**src/rtl/core/tlvw_pkg.sv**
```systemverilog
// Shared types, codes and helpers for the TLV element stream walker.
// No dependencies; every other file in rtl/core refers to this package.
`timescale 1ns / 1ps

package tlvw_pkg;

	// Most results one input byte can cause
	localparam int MAX_RES = 3;
	// Bundle queue between parser and output serializer
	localparam int Q_DEPTH = 4;
	localparam int Q_PTR_W = $clog2(Q_DEPTH);

	// Tag control (top three bits of the control byte)
	localparam logic [2:0] TC_ANON = 3'b000;
	localparam logic [2:0] TC_CTX  = 3'b001;

	// Element types (low five bits of the control byte)
	localparam logic [4:0] T_UINT8  = 5'h04;
	localparam logic [4:0] T_UINT64 = 5'h07;
	localparam logic [4:0] T_STR1   = 5'h10;
	localparam logic [4:0] T_STR2   = 5'h11;
	localparam logic [4:0] T_STRUCT = 5'h15;
	localparam logic [4:0] T_END    = 5'h18;

	typedef enum logic [2:0] {
		PH_CTRL,
		PH_TAG,
		PH_VALUE,
		PH_LEN,
		PH_CONTENT
	} phase_t;

	typedef enum logic [1:0] {
		EV_ELEM,
		EV_CONTENT,
		EV_ERROR,
		EV_END
	} ev_t;

	typedef enum logic [2:0] {
		ERR_NONE,
		ERR_TAG,
		ERR_TYPE,
		ERR_TRUNC,
		ERR_DEPTH
	} err_t;

	typedef struct packed {
		ev_t         ev;
		logic        ctx;
		logic [7:0]  tag;
		logic [4:0]  etype;
		logic [63:0] uval;
		logic [15:0] slen;
		logic [7:0]  cb;
		logic [3:0]  depth;
		err_t        err;
	} rec_t;

	// All results of one byte, in order; cnt of them are valid
	typedef struct packed {
		rec_t [MAX_RES-1:0] rec;
		logic [1:0]         cnt;
	} bundle_t;

	function automatic logic type_ok(input logic [4:0] t);
		return t inside {[T_UINT8:T_UINT64], T_STR1, T_STR2, [T_STRUCT:T_END]};
	endfunction

	function automatic rec_t make_rec(
		input ev_t         ev,
		input logic        ctx,
		input logic [7:0]  tag,
		input logic [4:0]  etype,
		input logic [63:0] uval,
		input logic [15:0] slen,
		input logic [7:0]  cb,
		input logic [3:0]  depth,
		input err_t        err
	);
		rec_t r;
		r.ev    = ev;
		r.ctx   = ctx;
		r.tag   = ctx ? tag : 8'h00;
		r.etype = etype;
		r.uval  = uval;
		r.slen  = slen;
		r.cb    = cb;
		r.depth = depth;
		r.err   = err;
		return r;
	endfunction

	// Append one result; drop it once the bundle is full
	function automatic bundle_t add_rec(input bundle_t b, input rec_t r);
		bundle_t o;
		o = b;
		if (b.cnt < 2'(MAX_RES)) begin
			o.rec[b.cnt] = r;
			o.cnt = b.cnt + 2'd1;
		end
		return o;
	endfunction

endpackage

```
**src/rtl/core/tlv_element_stream_walker.sv**
```systemverilog
// Top level of the TLV element stream walker: parser, bundle queue and output serializer.
// Depends on tlvw_pkg, tlvw_front, tlvw_queue and tlvw_back.
`timescale 1ns / 1ps

// Usage
//   Input channel s_axis_*: one beat per blob byte, tdata = the byte, tlast on the final
//   byte of the blob. Output channel m_axis_*: one beat per result, tuser = event kind
//   (element complete, string content byte, error, stream end), tdata = the packed
//   result fields, tlast on the last result caused by one input byte.
//   A byte can cause up to three results (content byte, element complete, stream end).
// Data path and throughput
//   The parser decodes a byte in the cycle it is accepted and pushes its result bundle
//   into a four-entry queue; the serializer loads results from the queue head into the
//   output register, so an input beat passes the queue entry and then the output
//   register before m_axis_tvalid rises. Input is taken every cycle while the queue has
//   room; while m_axis_tready is high the serializer drains one result per cycle, so
//   bytes with one result or none run at one byte per cycle and a byte with k results
//   takes k output beats.
// Stall and reset
//   When the receiver holds m_axis_tready low the output register holds its beat, the
//   queue fills, and s_axis_tready drops once the queue is full. An asynchronous reset
//   clears the parse state, empties the queue and drops m_axis_tvalid; the block is
//   ready for a new blob once reset is released.

module tlv_element_stream_walker #(
	parameter int MAX_DEPTH = 8
) (
	input  logic         clk,
	input  logic         arst_n,
	input  logic         s_axis_tvalid,
	output logic         s_axis_tready,
	input  logic [7:0]   s_axis_tdata,   // [7:0] data_byte
	input  logic         s_axis_tlast,
	output logic         m_axis_tvalid,
	input  logic         m_axis_tready,
	// [0] tag_is_context, [8:1] tag_number, [13:9] element_type, [77:14] uint_value,
	// [93:78] string_length, [101:94] content_byte, [105:102] nesting_depth,
	// [108:106] error_code, [111:109] zero
	output logic [111:0] m_axis_tdata,
	output logic [1:0]   m_axis_tuser,   // [1:0] event_res
	output logic         m_axis_tlast    // last_result
);

	tlvw_pkg::bundle_t new_bnd;
	tlvw_pkg::bundle_t head_bnd;
	tlvw_pkg::rec_t    out_rec;
	logic              take;
	logic              push;
	logic              pop;
	logic              q_full;
	logic              q_empty;

	// Accept a byte whenever the queue can hold its bundle
	assign s_axis_tready = !q_full;
	assign take          = s_axis_tvalid && s_axis_tready;

	tlvw_front #(
		.MAX_DEPTH(MAX_DEPTH)
	) u_front (
		.clk      (clk),
		.arst_n   (arst_n),
		.take     (take),
		.data_byte(s_axis_tdata),
		.last_byte(s_axis_tlast),
		.push     (push),
		.bnd      (new_bnd)
	);

	tlvw_queue u_queue (
		.clk   (clk),
		.arst_n(arst_n),
		.push  (push),
		.din   (new_bnd),
		.pop   (pop),
		.dout  (head_bnd),
		.full  (q_full),
		.empty (q_empty)
	);

	tlvw_back u_back (
		.clk      (clk),
		.arst_n   (arst_n),
		.head     (head_bnd),
		.empty    (q_empty),
		.pop      (pop),
		.out_valid(m_axis_tvalid),
		.out_ready(m_axis_tready),
		.out_rec  (out_rec),
		.out_last (m_axis_tlast)
	);

	// Pack result fields, first field in the lowest bits
	assign m_axis_tuser = out_rec.ev;
	assign m_axis_tdata = {3'b000, out_rec.err, out_rec.depth, out_rec.cb, out_rec.slen,
		out_rec.uval, out_rec.etype, out_rec.tag, out_rec.ctx};

`ifndef SYNTHESIS
	// stream end closes the results of its byte
	a_end_is_last: assert property (@(posedge clk) disable iff (!arst_n)
		m_axis_tvalid && out_rec.ev == tlvw_pkg::EV_END |-> m_axis_tlast)
		else $error("stream end beat without tlast");

	// content bytes only come from strings with a nonzero length
	a_content_len: assert property (@(posedge clk) disable iff (!arst_n)
		m_axis_tvalid && out_rec.ev == tlvw_pkg::EV_CONTENT |-> out_rec.slen != 16'd0)
		else $error("content beat with zero string length");

	// an error beat always carries a code
	a_error_code: assert property (@(posedge clk) disable iff (!arst_n)
		m_axis_tvalid && out_rec.ev == tlvw_pkg::EV_ERROR |-> out_rec.err != tlvw_pkg::ERR_NONE)
		else $error("error beat without error code");

	a_depth_bound: assert property (@(posedge clk) disable iff (!arst_n)
		m_axis_tvalid |-> out_rec.depth <= 4'(MAX_DEPTH))
		else $error("nesting depth beyond bound");

	// back-pressure on the input only while the output holds a beat
	a_stall_cause: assert property (@(posedge clk) disable iff (!arst_n)
		!s_axis_tready |-> m_axis_tvalid)
		else $error("input stalled with idle output");
`endif

endmodule

```
**src/rtl/core/tlvw_front.sv**
```systemverilog
// Parser front end: decodes one byte per accepted beat and builds its result bundle.
// Depends on tlvw_pkg.
`timescale 1ns / 1ps

module tlvw_front #(
	parameter int MAX_DEPTH = 8
) (
	input  logic             clk,
	input  logic             arst_n,
	input  logic             take,
	input  logic [7:0]       data_byte,
	input  logic             last_byte,
	output logic             push,
	output tlvw_pkg::bundle_t bnd
);

	tlvw_pkg::phase_t phase_q, ph_d;
	logic [4:0]  type_q, type_d;
	logic        ctx_q, ctx_d;
	logic [7:0]  tag_q, tag_d;
	logic [15:0] rem_q, rem_d;
	logic [63:0] vacc_q, vacc_d;
	logic [15:0] lacc_q, lacc_d;
	logic [3:0]  depth_q, depth_d;
	logic        errl_q, errl_d;
	logic        start_body;
	logic [2:0]  tc;
	logic [3:0]  tot;
	logic [2:0]  idx;

	always_comb begin
		ph_d       = phase_q;
		type_d     = type_q;
		ctx_d      = ctx_q;
		tag_d      = tag_q;
		rem_d      = rem_q;
		vacc_d     = vacc_q;
		lacc_d     = lacc_q;
		depth_d    = depth_q;
		errl_d     = errl_q;
		bnd        = '0;
		start_body = 1'b0;
		tc         = data_byte[7:5];
		tot        = 4'd1 << type_q[1:0];
		idx        = 3'(tot - rem_q[3:0]);

		if (!errl_q) begin
			case (phase_q)
				tlvw_pkg::PH_TAG: begin
					tag_d      = data_byte;
					start_body = 1'b1;
				end
				tlvw_pkg::PH_VALUE: begin
					vacc_d = vacc_q | (64'(data_byte) << {idx, 3'b000});
					rem_d  = rem_q - 16'd1;
					if (rem_d == 16'd0) begin
						ph_d = tlvw_pkg::PH_CTRL;
						bnd  = tlvw_pkg::add_rec(bnd, tlvw_pkg::make_rec(tlvw_pkg::EV_ELEM,
							ctx_d, tag_d, type_d, vacc_d, 16'd0, 8'd0, depth_d,
							tlvw_pkg::ERR_NONE));
					end
				end
				tlvw_pkg::PH_LEN: begin
					// second length byte of a two-byte length is the high byte
					if (type_q == tlvw_pkg::T_STR2 && rem_q[0]) begin
						lacc_d = lacc_q | {data_byte, 8'h00};
					end else begin
						lacc_d = lacc_q | {8'h00, data_byte};
					end
					rem_d = rem_q - 16'd1;
					if (rem_d == 16'd0) begin
						if (lacc_d == 16'd0) begin
							ph_d = tlvw_pkg::PH_CTRL;
							bnd  = tlvw_pkg::add_rec(bnd, tlvw_pkg::make_rec(
								tlvw_pkg::EV_ELEM, ctx_d, tag_d, type_d, 64'd0, 16'd0,
								8'd0, depth_d, tlvw_pkg::ERR_NONE));
						end else begin
							rem_d = lacc_d;
							ph_d  = tlvw_pkg::PH_CONTENT;
						end
					end
				end
				tlvw_pkg::PH_CONTENT: begin
					bnd   = tlvw_pkg::add_rec(bnd, tlvw_pkg::make_rec(tlvw_pkg::EV_CONTENT,
						ctx_d, tag_d, type_d, 64'd0, lacc_q, data_byte, depth_d,
						tlvw_pkg::ERR_NONE));
					rem_d = rem_q - 16'd1;
					if (rem_d == 16'd0) begin
						ph_d = tlvw_pkg::PH_CTRL;
						bnd  = tlvw_pkg::add_rec(bnd, tlvw_pkg::make_rec(tlvw_pkg::EV_ELEM,
							ctx_d, tag_d, type_d, 64'd0, lacc_q, 8'd0, depth_d,
							tlvw_pkg::ERR_NONE));
					end
				end
				default: begin
					type_d = data_byte[4:0];
					ctx_d  = (tc == tlvw_pkg::TC_CTX);
					tag_d  = 8'h00;
					if (tc != tlvw_pkg::TC_ANON && tc != tlvw_pkg::TC_CTX) begin
						ctx_d  = 1'b0;
						bnd    = tlvw_pkg::add_rec(bnd, tlvw_pkg::make_rec(
							tlvw_pkg::EV_ERROR, ctx_d, tag_d, type_d, 64'd0, 16'd0, 8'd0,
							depth_d, tlvw_pkg::ERR_TAG));
						errl_d = 1'b1;
						ph_d   = tlvw_pkg::PH_CTRL;
					end else if (!tlvw_pkg::type_ok(type_d)) begin
						bnd    = tlvw_pkg::add_rec(bnd, tlvw_pkg::make_rec(
							tlvw_pkg::EV_ERROR, ctx_d, tag_d, type_d, 64'd0, 16'd0, 8'd0,
							depth_d, tlvw_pkg::ERR_TYPE));
						errl_d = 1'b1;
						ph_d   = tlvw_pkg::PH_CTRL;
					end else if (ctx_d) begin
						ph_d = tlvw_pkg::PH_TAG;
					end else begin
						start_body = 1'b1;
					end
				end
			endcase

			if (start_body) begin
				vacc_d = 64'd0;
				lacc_d = 16'd0;
				if (type_d inside {[tlvw_pkg::T_UINT8:tlvw_pkg::T_UINT64]}) begin
					rem_d = 16'd1 << type_d[1:0];
					ph_d  = tlvw_pkg::PH_VALUE;
				end else if (type_d == tlvw_pkg::T_STR1 || type_d == tlvw_pkg::T_STR2) begin
					rem_d = (type_d == tlvw_pkg::T_STR1) ? 16'd1 : 16'd2;
					ph_d  = tlvw_pkg::PH_LEN;
				end else if (type_d == tlvw_pkg::T_END) begin
					if (depth_d == 4'd0) begin
						bnd    = tlvw_pkg::add_rec(bnd, tlvw_pkg::make_rec(
							tlvw_pkg::EV_ERROR, ctx_d, tag_d, type_d, 64'd0, 16'd0, 8'd0,
							depth_d, tlvw_pkg::ERR_TRUNC));
						errl_d = 1'b1;
						ph_d   = tlvw_pkg::PH_CTRL;
					end else begin
						depth_d = depth_d - 4'd1;
						ph_d    = tlvw_pkg::PH_CTRL;
						bnd     = tlvw_pkg::add_rec(bnd, tlvw_pkg::make_rec(
							tlvw_pkg::EV_ELEM, ctx_d, tag_d, type_d, 64'd0, 16'd0, 8'd0,
							depth_d, tlvw_pkg::ERR_NONE));
					end
				end else begin
					if (depth_d >= 4'(MAX_DEPTH)) begin
						bnd    = tlvw_pkg::add_rec(bnd, tlvw_pkg::make_rec(
							tlvw_pkg::EV_ERROR, ctx_d, tag_d, type_d, 64'd0, 16'd0, 8'd0,
							depth_d, tlvw_pkg::ERR_DEPTH));
						errl_d = 1'b1;
						ph_d   = tlvw_pkg::PH_CTRL;
					end else begin
						depth_d = depth_d + 4'd1;
						ph_d    = tlvw_pkg::PH_CTRL;
						bnd     = tlvw_pkg::add_rec(bnd, tlvw_pkg::make_rec(
							tlvw_pkg::EV_ELEM, ctx_d, tag_d, type_d, 64'd0, 16'd0, 8'd0,
							depth_d, tlvw_pkg::ERR_NONE));
					end
				end
			end

			// blob ends inside an element
			if (last_byte && !errl_d && ph_d != tlvw_pkg::PH_CTRL) begin
				bnd    = tlvw_pkg::add_rec(bnd, tlvw_pkg::make_rec(tlvw_pkg::EV_ERROR,
					ctx_d, tag_d, type_d, 64'd0, 16'd0, 8'd0, depth_d,
					tlvw_pkg::ERR_TRUNC));
				errl_d = 1'b1;
				ph_d   = tlvw_pkg::PH_CTRL;
			end
		end

		if (last_byte) begin
			bnd     = tlvw_pkg::add_rec(bnd, tlvw_pkg::make_rec(tlvw_pkg::EV_END, 1'b0,
				8'h00, 5'd0, 64'd0, 16'd0, 8'd0, depth_d,
				(depth_d != 4'd0) ? tlvw_pkg::ERR_TRUNC : tlvw_pkg::ERR_NONE));
			ph_d    = tlvw_pkg::PH_CTRL;
			type_d  = 5'd0;
			ctx_d   = 1'b0;
			tag_d   = 8'h00;
			rem_d   = 16'd0;
			vacc_d  = 64'd0;
			lacc_d  = 16'd0;
			depth_d = 4'd0;
			errl_d  = 1'b0;
		end
	end

	assign push = take && (bnd.cnt != 2'd0);

	always_ff @(posedge clk or negedge arst_n) begin
		if (!arst_n) begin
			phase_q <= tlvw_pkg::PH_CTRL;
			type_q  <= '0;
			ctx_q   <= 1'b0;
			tag_q   <= '0;
			rem_q   <= '0;
			vacc_q  <= '0;
			lacc_q  <= '0;
			depth_q <= '0;
			errl_q  <= 1'b0;
		end else if (take) begin
			phase_q <= ph_d;
			type_q  <= type_d;
			ctx_q   <= ctx_d;
			tag_q   <= tag_d;
			rem_q   <= rem_d;
			vacc_q  <= vacc_d;
			lacc_q  <= lacc_d;
			depth_q <= depth_d;
			errl_q  <= errl_d;
		end
	end

endmodule

```
**src/rtl/core/tlvw_queue.sv**
```systemverilog
// Short FIFO of result bundles between the parser and the output serializer.
// Depends on tlvw_pkg.
`timescale 1ns / 1ps

module tlvw_queue (
	input  logic              clk,
	input  logic              arst_n,
	input  logic              push,
	input  tlvw_pkg::bundle_t din,
	input  logic              pop,
	output tlvw_pkg::bundle_t dout,
	output logic              full,
	output logic              empty
);

	tlvw_pkg::bundle_t mem_q [tlvw_pkg::Q_DEPTH];
	logic [tlvw_pkg::Q_PTR_W-1:0] wr_q, rd_q;
	logic [tlvw_pkg::Q_PTR_W:0]   cnt_q;

	assign full  = (cnt_q == (tlvw_pkg::Q_PTR_W + 1)'(tlvw_pkg::Q_DEPTH));
	assign empty = (cnt_q == '0);
	assign dout  = mem_q[rd_q];

	always_ff @(posedge clk) begin
		if (push) begin
			mem_q[wr_q] <= din;
		end
	end

	always_ff @(posedge clk or negedge arst_n) begin
		if (!arst_n) begin
			wr_q  <= '0;
			rd_q  <= '0;
			cnt_q <= '0;
		end else begin
			if (push) begin
				wr_q <= wr_q + (tlvw_pkg::Q_PTR_W)'(1);
			end
			if (pop) begin
				rd_q <= rd_q + (tlvw_pkg::Q_PTR_W)'(1);
			end
			if (push && !pop) begin
				cnt_q <= cnt_q + (tlvw_pkg::Q_PTR_W + 1)'(1);
			end else if (pop && !push) begin
				cnt_q <= cnt_q - (tlvw_pkg::Q_PTR_W + 1)'(1);
			end
		end
	end

endmodule

```
**src/rtl/core/tlvw_back.sv**
```systemverilog
// Output serializer: walks each queued bundle one result per beat into the output register.
// Depends on tlvw_pkg.
`timescale 1ns / 1ps

module tlvw_back (
	input  logic              clk,
	input  logic              arst_n,
	input  tlvw_pkg::bundle_t head,
	input  logic              empty,
	output logic              pop,
	output logic              out_valid,
	input  logic              out_ready,
	output tlvw_pkg::rec_t    out_rec,
	output logic              out_last
);

	logic [1:0] idx_q;
	logic       valid_q;
	logic       load;
	logic       at_end;

	assign load      = !empty && (!valid_q || out_ready);
	assign at_end    = (idx_q == head.cnt - 2'd1);
	assign pop       = load && at_end;
	assign out_valid = valid_q;

	always_ff @(posedge clk or negedge arst_n) begin
		if (!arst_n) begin
			valid_q <= 1'b0;
			idx_q   <= '0;
		end else begin
			if (load) begin
				valid_q <= 1'b1;
				idx_q   <= at_end ? 2'd0 : idx_q + 2'd1;
			end else if (out_ready) begin
				valid_q <= 1'b0;
			end
		end
	end

	always_ff @(posedge clk) begin
		if (load) begin
			out_rec  <= head.rec[idx_q];
			out_last <= at_end;
		end
	end

endmodule
```
**config.mk**
```make
export PLATFORM = sky130hd
export DESIGN_NAME = tlv_element_stream_walker
export DESIGN_NICKNAME = d
export VERILOG_FILES = /design/src/rtl/core/tlvw_pkg.sv /design/src/rtl/core/tlv_element_stream_walker.sv /design/src/rtl/core/tlvw_front.sv /design/src/rtl/core/tlvw_queue.sv /design/src/rtl/core/tlvw_back.sv
export SDC_FILE = /design/constraint.sdc
export NUM_CORES = 1
export LEC_CHECK = 0
export BUFFER_PORTS_ARGS = -buffer_cell sky130_fd_sc_hd__clkbuf_2
export CAP_MARGIN = 40
export CORE_MARGIN = 5
export CORE_UTILIZATION = 55
export CTS_CLUSTER_SIZE = 12
export DETAILED_ROUTE_END_ITERATION = 8
export GPL_TIMING_DRIVEN = 0
export HOLD_SLACK_MARGIN = 0.03
export PLACE_DENSITY = 0.83
export SKIP_LAST_GASP = 1
export SLEW_MARGIN = 20
export SYNTH_ARGS = -nofsm -noshare
export SYNTH_HDL_FRONTEND = slang
export SYNTH_SLANG_ARGS = --single-unit
```
**constraint.sdc**
```tcl
create_clock -name clk -period 7.3 [get_ports clk]
set_input_delay 2.19 -clock clk [delete_from_list [all_inputs] [get_ports clk]]
set_output_delay 2.19 -clock clk [all_outputs]
set_load 0.01 [all_outputs]
```
==> results of run 1 <==
state kept, by name, indices dropped and copies added, names as in the netlist:
name,cells
u_queue.rd_q,2
u_back.idx_q,2
u_queue.mem_q,692
u_front.vacc_q,64
u_back.out_valid,1
u_front.errl_q,1
u_back.out_last,1
u_queue.wr_q,2
u_back.out_rec,111
u_front.phase_q,3
u_front.ctx_q,1
u_front.lacc_q,16
u_front.rem_q,16
u_front.depth_q,4
u_front.tag_q,8
u_queue.cnt_q,3
u_front.type_q,5
cell usage after synthesis (4+ instances only):
master,instances
inv_1,25
nand3_1,12
a22oi_1,9
nor3_1,26
xnor2_1,13
a31oi_1,9
dfrtp_1,128
mux4_2,173
edfxtp_1,804
xor2_1,4
nor2b_1,80
o22ai_1,6
a21oi_1,180
mux2i_1,41
a22o_1,9
or2_2,5
clkbuf_1,100
o21a_1,4
a21o_1,9
buf_1,28
a211oi_1,8
buf_2,8
nand2_1,87
mux2_2,4
nand2b_1,14
or3_1,9
o31ai_1,7
nor4_1,7
and2_1,56
o21ai_1,10
and3_1,4
buf_4,4
o21ai_0,64
ha_1,10
o2bb2ai_1,25
nor2_1,219
nor3b_1,4
nand4_1,12
worst min-delay path, stage by stage, from the launching register on:
cell     delay [ns]
dfrtp_1        0.35
a21oi_1        0.04
nor2_1         0.07
final cells by class:
class	count	area [µm²]	share of cell area (%)
tap	882	1100	2.54
antenna	2	5.00	0.0115
sequential	932	27300	63.1
inverter	26	97.6	0.225
timing repair buffer	177	1510	3.47
clock buffer	141	2580	5.94
multi-input combinational	1247	10000	23.1
clock inverter	15	159	0.366
buffer	141	562	1.30
worst paths after layout:
| path | from | to | slack (ns) | depth (start not counted) |
|---|---|---|---|---|
| min in group asynchronous | arst_n | u_back.out_valid$_DFFE_PN0P_ | 1.46 | 1 |
| max | s_axis_tdata[0] | u_queue.mem_q[2][72]$_DFFE_PP_ | 0.95 | 11 |
| max reg2reg | u_front.rem_q[0]$_DFFE_PN0P_ | u_queue.mem_q[2][72]$_DFFE_PP_ | 2.08 | 13 |
| max in group asynchronous | arst_n | u_front.vacc_q[19]$_DFFE_PN0P_ | 5.00 | 2 |
| min reg2reg | u_front.vacc_q[56]$_DFFE_PN0P_ | u_front.vacc_q[56]$_DFFE_PN0P_ | 0.50 | 2 |
| min | u_front.vacc_q[56]$_DFFE_PN0P_ | u_front.vacc_q[56]$_DFFE_PN0P_ | 0.50 | 2 |
routing by layer:
layer  global-route usage (%)  up-vias  wire (µm)
met3                     4.91      218       7880
li1                         -     9447          -
met2                     42.5     1194      47700
met4                     9.15        2       3370
met5                        0        -         12
met1                     33.9    11500      35800
kinds of logic after synthesis:
family          after synthesis
compound gates              377
xor+xnor                     17
fa+ha+maj                    12
buf+inv                     167
flops                       932
mux                         219
other cells                   1
simple gates                555
stage by stage:
| stage | hold WS [ns] | utilization (%) | setup TNS, ns | cells | setup slack, ns |
|---|---|---|---|---|---|
| floorplan | 0.463 | - | 0 | 2346 | 0.337 |
| detailed placement | 0.486 | 59.4 | 0 | 3400 | 0.422 |
| finish | 0.499 | 63.4 | 0 | 3563 | 0.950 |
| CTS | 0.499 | 63.4 | 0 | 3556 | 1.10 |
| global route | 0.516 | 63.4 | 0 | 3561 | 0.921 |
| global placement | 0.476 | 58.1 | -1665.71 | 3353 | -2.42 |
power by group through the flow:
stage          Sequential (mW)  Clock (mW)  Combinational (mW)
6_report                  7.41        4.36                4.81
3_5_place_dp              7.50           0                4.80
4_1_cts                   7.41        4.40                4.86
5_1_grt                   7.48        4.64                5.15
3_3_place_gp              7.56           0                4.33
2_1_floorplan             7.61           0                2.75
==> flow_summary.toml, run 1 <==
[synthesis]
synth_top_family_by_area = "multiplexers"
synth_compound_area_share_pct = 6.17
synthAdderAreaFrac_pct = 0.438
ys_ff_latch = 932
synth_top_area_share_pct = 64.0
syn_area_um2 = 37700
postSynthAreaPerCell_um2 = 16.6
yosys.area_share.xor_xnor_pct = 0.395
ys_async_sr_fraction_pct = 13.7
yosysWarnings = 0
muxShareOfSynthArea_pct = 11.6
synth_edf_count = 804
yosysSeqAreaShare_pct = 72.5
synth_cells = 2280
synth_area_leaders = "edfxtp_1, mux4_2, dfrtp_1"
synthFlopType = "edfxtp_1"
synth-simple-area-share_pct = 7.21
synth_cell_types = 82
yosysTopAreaCell = "edfxtp_1"

[worst_setup_path]
crit_path_max_incr_delay_ns = 0.77
cp_top_family = "simple AND/OR/NAND/NOR gates"
startpoint_type = "input port"
worstPathMaxFanout = 45
cp_common_cell = "buf_16"
endpoint_kind = "flip-flop"
path_cells = "clkbuf_1 > mux2_2 > mux2i_1 > a21oi_1 > nor4_2 > a31o_4 > o41ai_4 > nor2_4 > and2_4 > buf_16 > buf_16"
worst-path-buf-inv = 3
crit_type = "in2reg"
arrival_ns = 6.68
slowest_stage = "nor4_2"
cp.required_ns = 7.63

[timing]
worst_pin_slew_ns = 0.898
clock_skew_ns = 0.0407
drv_slew = 0
fmax_ghz = 0.157
slew_headroom_pct = 40.1
fin_crit_ns = 6.35
finalHoldViolations = 0
period_share_pct = 87.0
setup_viol = 0
rsz0062_at_grt = "false"

[clock_tree]
clock_sinks = 932
cts_setup_buffers = 0
worstSkewPairLatency_ns = 0.67
cts-root-buf = "clkbuf_16"
cts_tree = "built"
clockBufferDepth = 3
cts-resized-gates = 0
clk_pin_slew_ns = 0.06
cts_made_buffers = 92
postCtsHoldBufs = 0
htreeDepth = 3

[routing]
postRouteAntennaNets = 0
firstDrtPassIters = 6
via_per_inst = 6.27
vias = 22400
drt_wl_total_um = 94800
drt_iter0_markers = 2746
wl_per_cell_um = 26.6
drc = 0

[global_route]
grt_use_total_pct = 25.4
antenna_found_initial = 3
grt_max_degree = 96
gr-total-overflow = 0
grt_pass1_wl_um = 142000
grt_pass1_vias = 22800

[final_layout]
layout_commonest_cell = "edfxtp_1"
drive_above_1_share_pct = 18.9
syn_to_final_growth_pct = 14.9
stdcell_area_um2 = 43400
fillers = 4511
mostFrequentLayoutCells = "edfxtp_1, nor2_1, a21oi_1"
finalNetCount = 2642

[die]
rows = 96
die_w_um = 272
design.core.area_um2 = 68300
start_util_pct = 55.2
die_area_um2 = 74000
ios = 130
die_y_um = 272

[power]
p_total_mw = 16.6
leakage_nw = 15.1
power_frac_comb_pct = 29.0
seqPwrFrac_pct = 44.7
clockPowerShare_pct = 26.3
switchingPower_mw = 5.09
swShare_pct = 30.7
ir_worst_vdd_v = 0.000212
p_int_mw = 11.5
p_per_area_nw_per_um2 = 382

[min_path]
hold_path_class = "reg2reg"

[place]
placed_area_um2 = 40600
dpl.hpwl_um = 63300
gp_congestion = 0.939
portBuffers = 125

[flow_run]
maxCapViolCount = 0

[run_status]
outcome = "completed"
No activity file was read; power rests on OpenSTA's default activity.
==> run 2, diff against run 1 <==
--- a/config.mk
+++ b/config.mk
@@ -11,9 +11,8 @@
 export CORE_UTILIZATION = 55
 export CTS_CLUSTER_SIZE = 12
 export DETAILED_ROUTE_END_ITERATION = 8
-export GPL_TIMING_DRIVEN = 0
 export HOLD_SLACK_MARGIN = 0.03
-export PLACE_DENSITY = 0.83
+export PLACE_DENSITY = 0.86
 export SKIP_LAST_GASP = 1
 export SLEW_MARGIN = 20
 export SYNTH_ARGS = -nofsm -noshare
==> flow_summary.toml, run 2 (synthesis gave the netlist of run 1 again) <==
[run_status]
outcome = "completed"

[power]
p_per_area_nw_per_um2 = 381
ir_worst_vdd_v = 0.000274
leakage_nw = 14.9

[final_layout]
stdcell_area_um2 = 42600
top_register = "u_queue.mem_q"
syn_to_final_growth_pct = 13.0
finalNetCount = 2504
drive_above_1_share_pct = 19.8
reg.largest.list = "u_queue.mem_q: 692 flops, u_back.out_rec: 111 flops, u_front.vacc_q: 64 flops"
mostFrequentLayoutCells = "edfxtp_1, nor2_1, a21oi_1"
largest_reg_flops = 692
layout_commonest_cell = "edfxtp_1"

[die]
die_y_um = 272
rows = 96
ios = 130
design.core.area_um2 = 68300
die_w_um = 272
start_util_pct = 55.2
die_area_um2 = 74000

[timing]
worst_pin_slew_ns = 0.933
setup_viol = 0
tns_ns = 0
finalHoldViolations = 0
slew_headroom_pct = 37.8
drv_slew = 0
rsz0062_at_grt = "false"
clock_skew_ns = 0.0322
period_share_pct = 73.3
fmax_ghz = 0.187
fin_crit_ns = 5.35

[worst_setup_path]
arrival_ns = 5.61
cp.required_ns = 7.55
cp_common_cell = "mux2_2"
crit_type = "in2reg"
slowest_stage = "mux2_2"
path_cells = "clkbuf_2 > mux2_2 > mux2_2 > o31a_1 > nor4_1 > buf_4 > a31o_4 > o41ai_4 > nor2_4 > and2_4 > buf_12"
endpoint_kind = "flip-flop"
startpoint_type = "input port"
worstPathMaxFanout = 118
crit_path_max_incr_delay_ns = 0.44
worst-path-buf-inv = 3
cp_top_family = "buffers and inverters"

[global_route]
gr-total-overflow = 0
grt_max_degree = 119
grt_use_total_pct = 24.1
grt_pass1_vias = 22500
antenna_found_initial = 2
grt_pass1_wl_um = 137000

[clock_tree]
cts-resized-gates = 0
postCtsHoldBufs = 0
cts_made_buffers = 92
htreeDepth = 3
worstSkewPairLatency_ns = 0.65
clk_pin_slew_ns = 0.06
cts_setup_buffers = 0
cts_tree = "built"
clock_sinks = 932
cts-root-buf = "clkbuf_16"
clockBufferDepth = 3

[routing]
via_per_inst = 6.32
firstDrtPassIters = 8
drt_wl_total_um = 88900
vias = 21600
wl_per_cell_um = 26.0
drc = 0
postRouteAntennaNets = 0
drt_iter0_markers = 2991

[min_path]
hold_path_class = "reg2reg"

[place]
portBuffers = 126
dpl.hpwl_um = 54100
placed_area_um2 = 39800
gp_congestion = 0.917

[flow_run]
maxCapViolCount = 0
[run 2: changes by cell type in the layout (fill, tap and decap cells not counted), sizes merged]
cell | previous run | this run
clkinvlp | 1 | 0
buf | 93 | 54
bufinv | 0 | 2
inv | 27 | 29
clkbuf | 366 | 261
[run 2: area by class of cell]
class / count / area [µm²]
diodes: 2 / 5.00
well taps: 882 / 1100
fillers: 4612 / 25700
clock buffers: 135 / 2550
inverters: 26 / 97.6
clock inverters: 18 / 175
multi-input cells: 1247 / 10000
repair buffers: 180 / 1330
flip-flops and latches: 932 / 27400
[run 2: worst min-delay path: cells and delay by family (launching register included)]
kind	cells	cell delay [ns]
AOI/OAI and AO/OA	1	0.04
and+or+nand+nor	1	0.07
DFF	1	0.35
[run 2: through the flow]
step	std cells	worst slack [ns]	utilization, %	total power [mW]	hold slack (ns)
3_5_place_dp	3264	1.39	58.3	11.9	0.484
2_1_floorplan	2346	0.337	-	10.4	0.463
5_1_grt	3420	1.77	62.4	16.9	0.520
6_report	3422	1.95	62.4	16.2	0.501
4_1_cts	3417	2.04	62.3	16.3	0.498
3_3_place_gp	3251	1.44	58.0	11.7	0.476
[run 2: path summary, 6_finish.rpt]
| check | start | endpoint | slack, ns | depth (start not counted) |
|---|---|---|---|---|
| setup / recovery | s_axis_tdata[2] | u_queue.mem_q[0][35]$_DFFE_PP_ | 1.95 | 11 |
| min in group asynchronous | arst_n | u_back.idx_q[0]$_DFFE_PN0P_ | 1.47 | 1 |
| hold reg to reg | u_front.vacc_q[18]$_DFFE_PN0P_ | u_front.vacc_q[18]$_DFFE_PN0P_ | 0.50 | 2 |
| setup reg to reg | u_front.rem_q[1]$_DFFE_PN0P_ | u_queue.mem_q[0][35]$_DFFE_PP_ | 2.43 | 12 |
| max in group asynchronous | arst_n | u_front.vacc_q[39]$_DFFE_PN0P_ | 5.02 | 3 |
| hold / removal | u_front.vacc_q[18]$_DFFE_PN0P_ | u_front.vacc_q[18]$_DFFE_PN0P_ | 0.50 | 2 |
[run 2: per-layer routing]
metal	wire length [µm]	GRT usage (%)
met3	6680	3.96
met5	13	0
met4	3580	9.44
met1	33700	32.3
met2	44900	40.2
[run 2: power breakdown]
| part | internal [mW] | switching (mW) | total (mW) |
|---|---|---|---|
| combinational | 1.84 | 2.48 | 4.32 |
| sequential | 7.06 | 0.478 | 7.54 |
| clock | 2.47 | 1.89 | 4.37 |
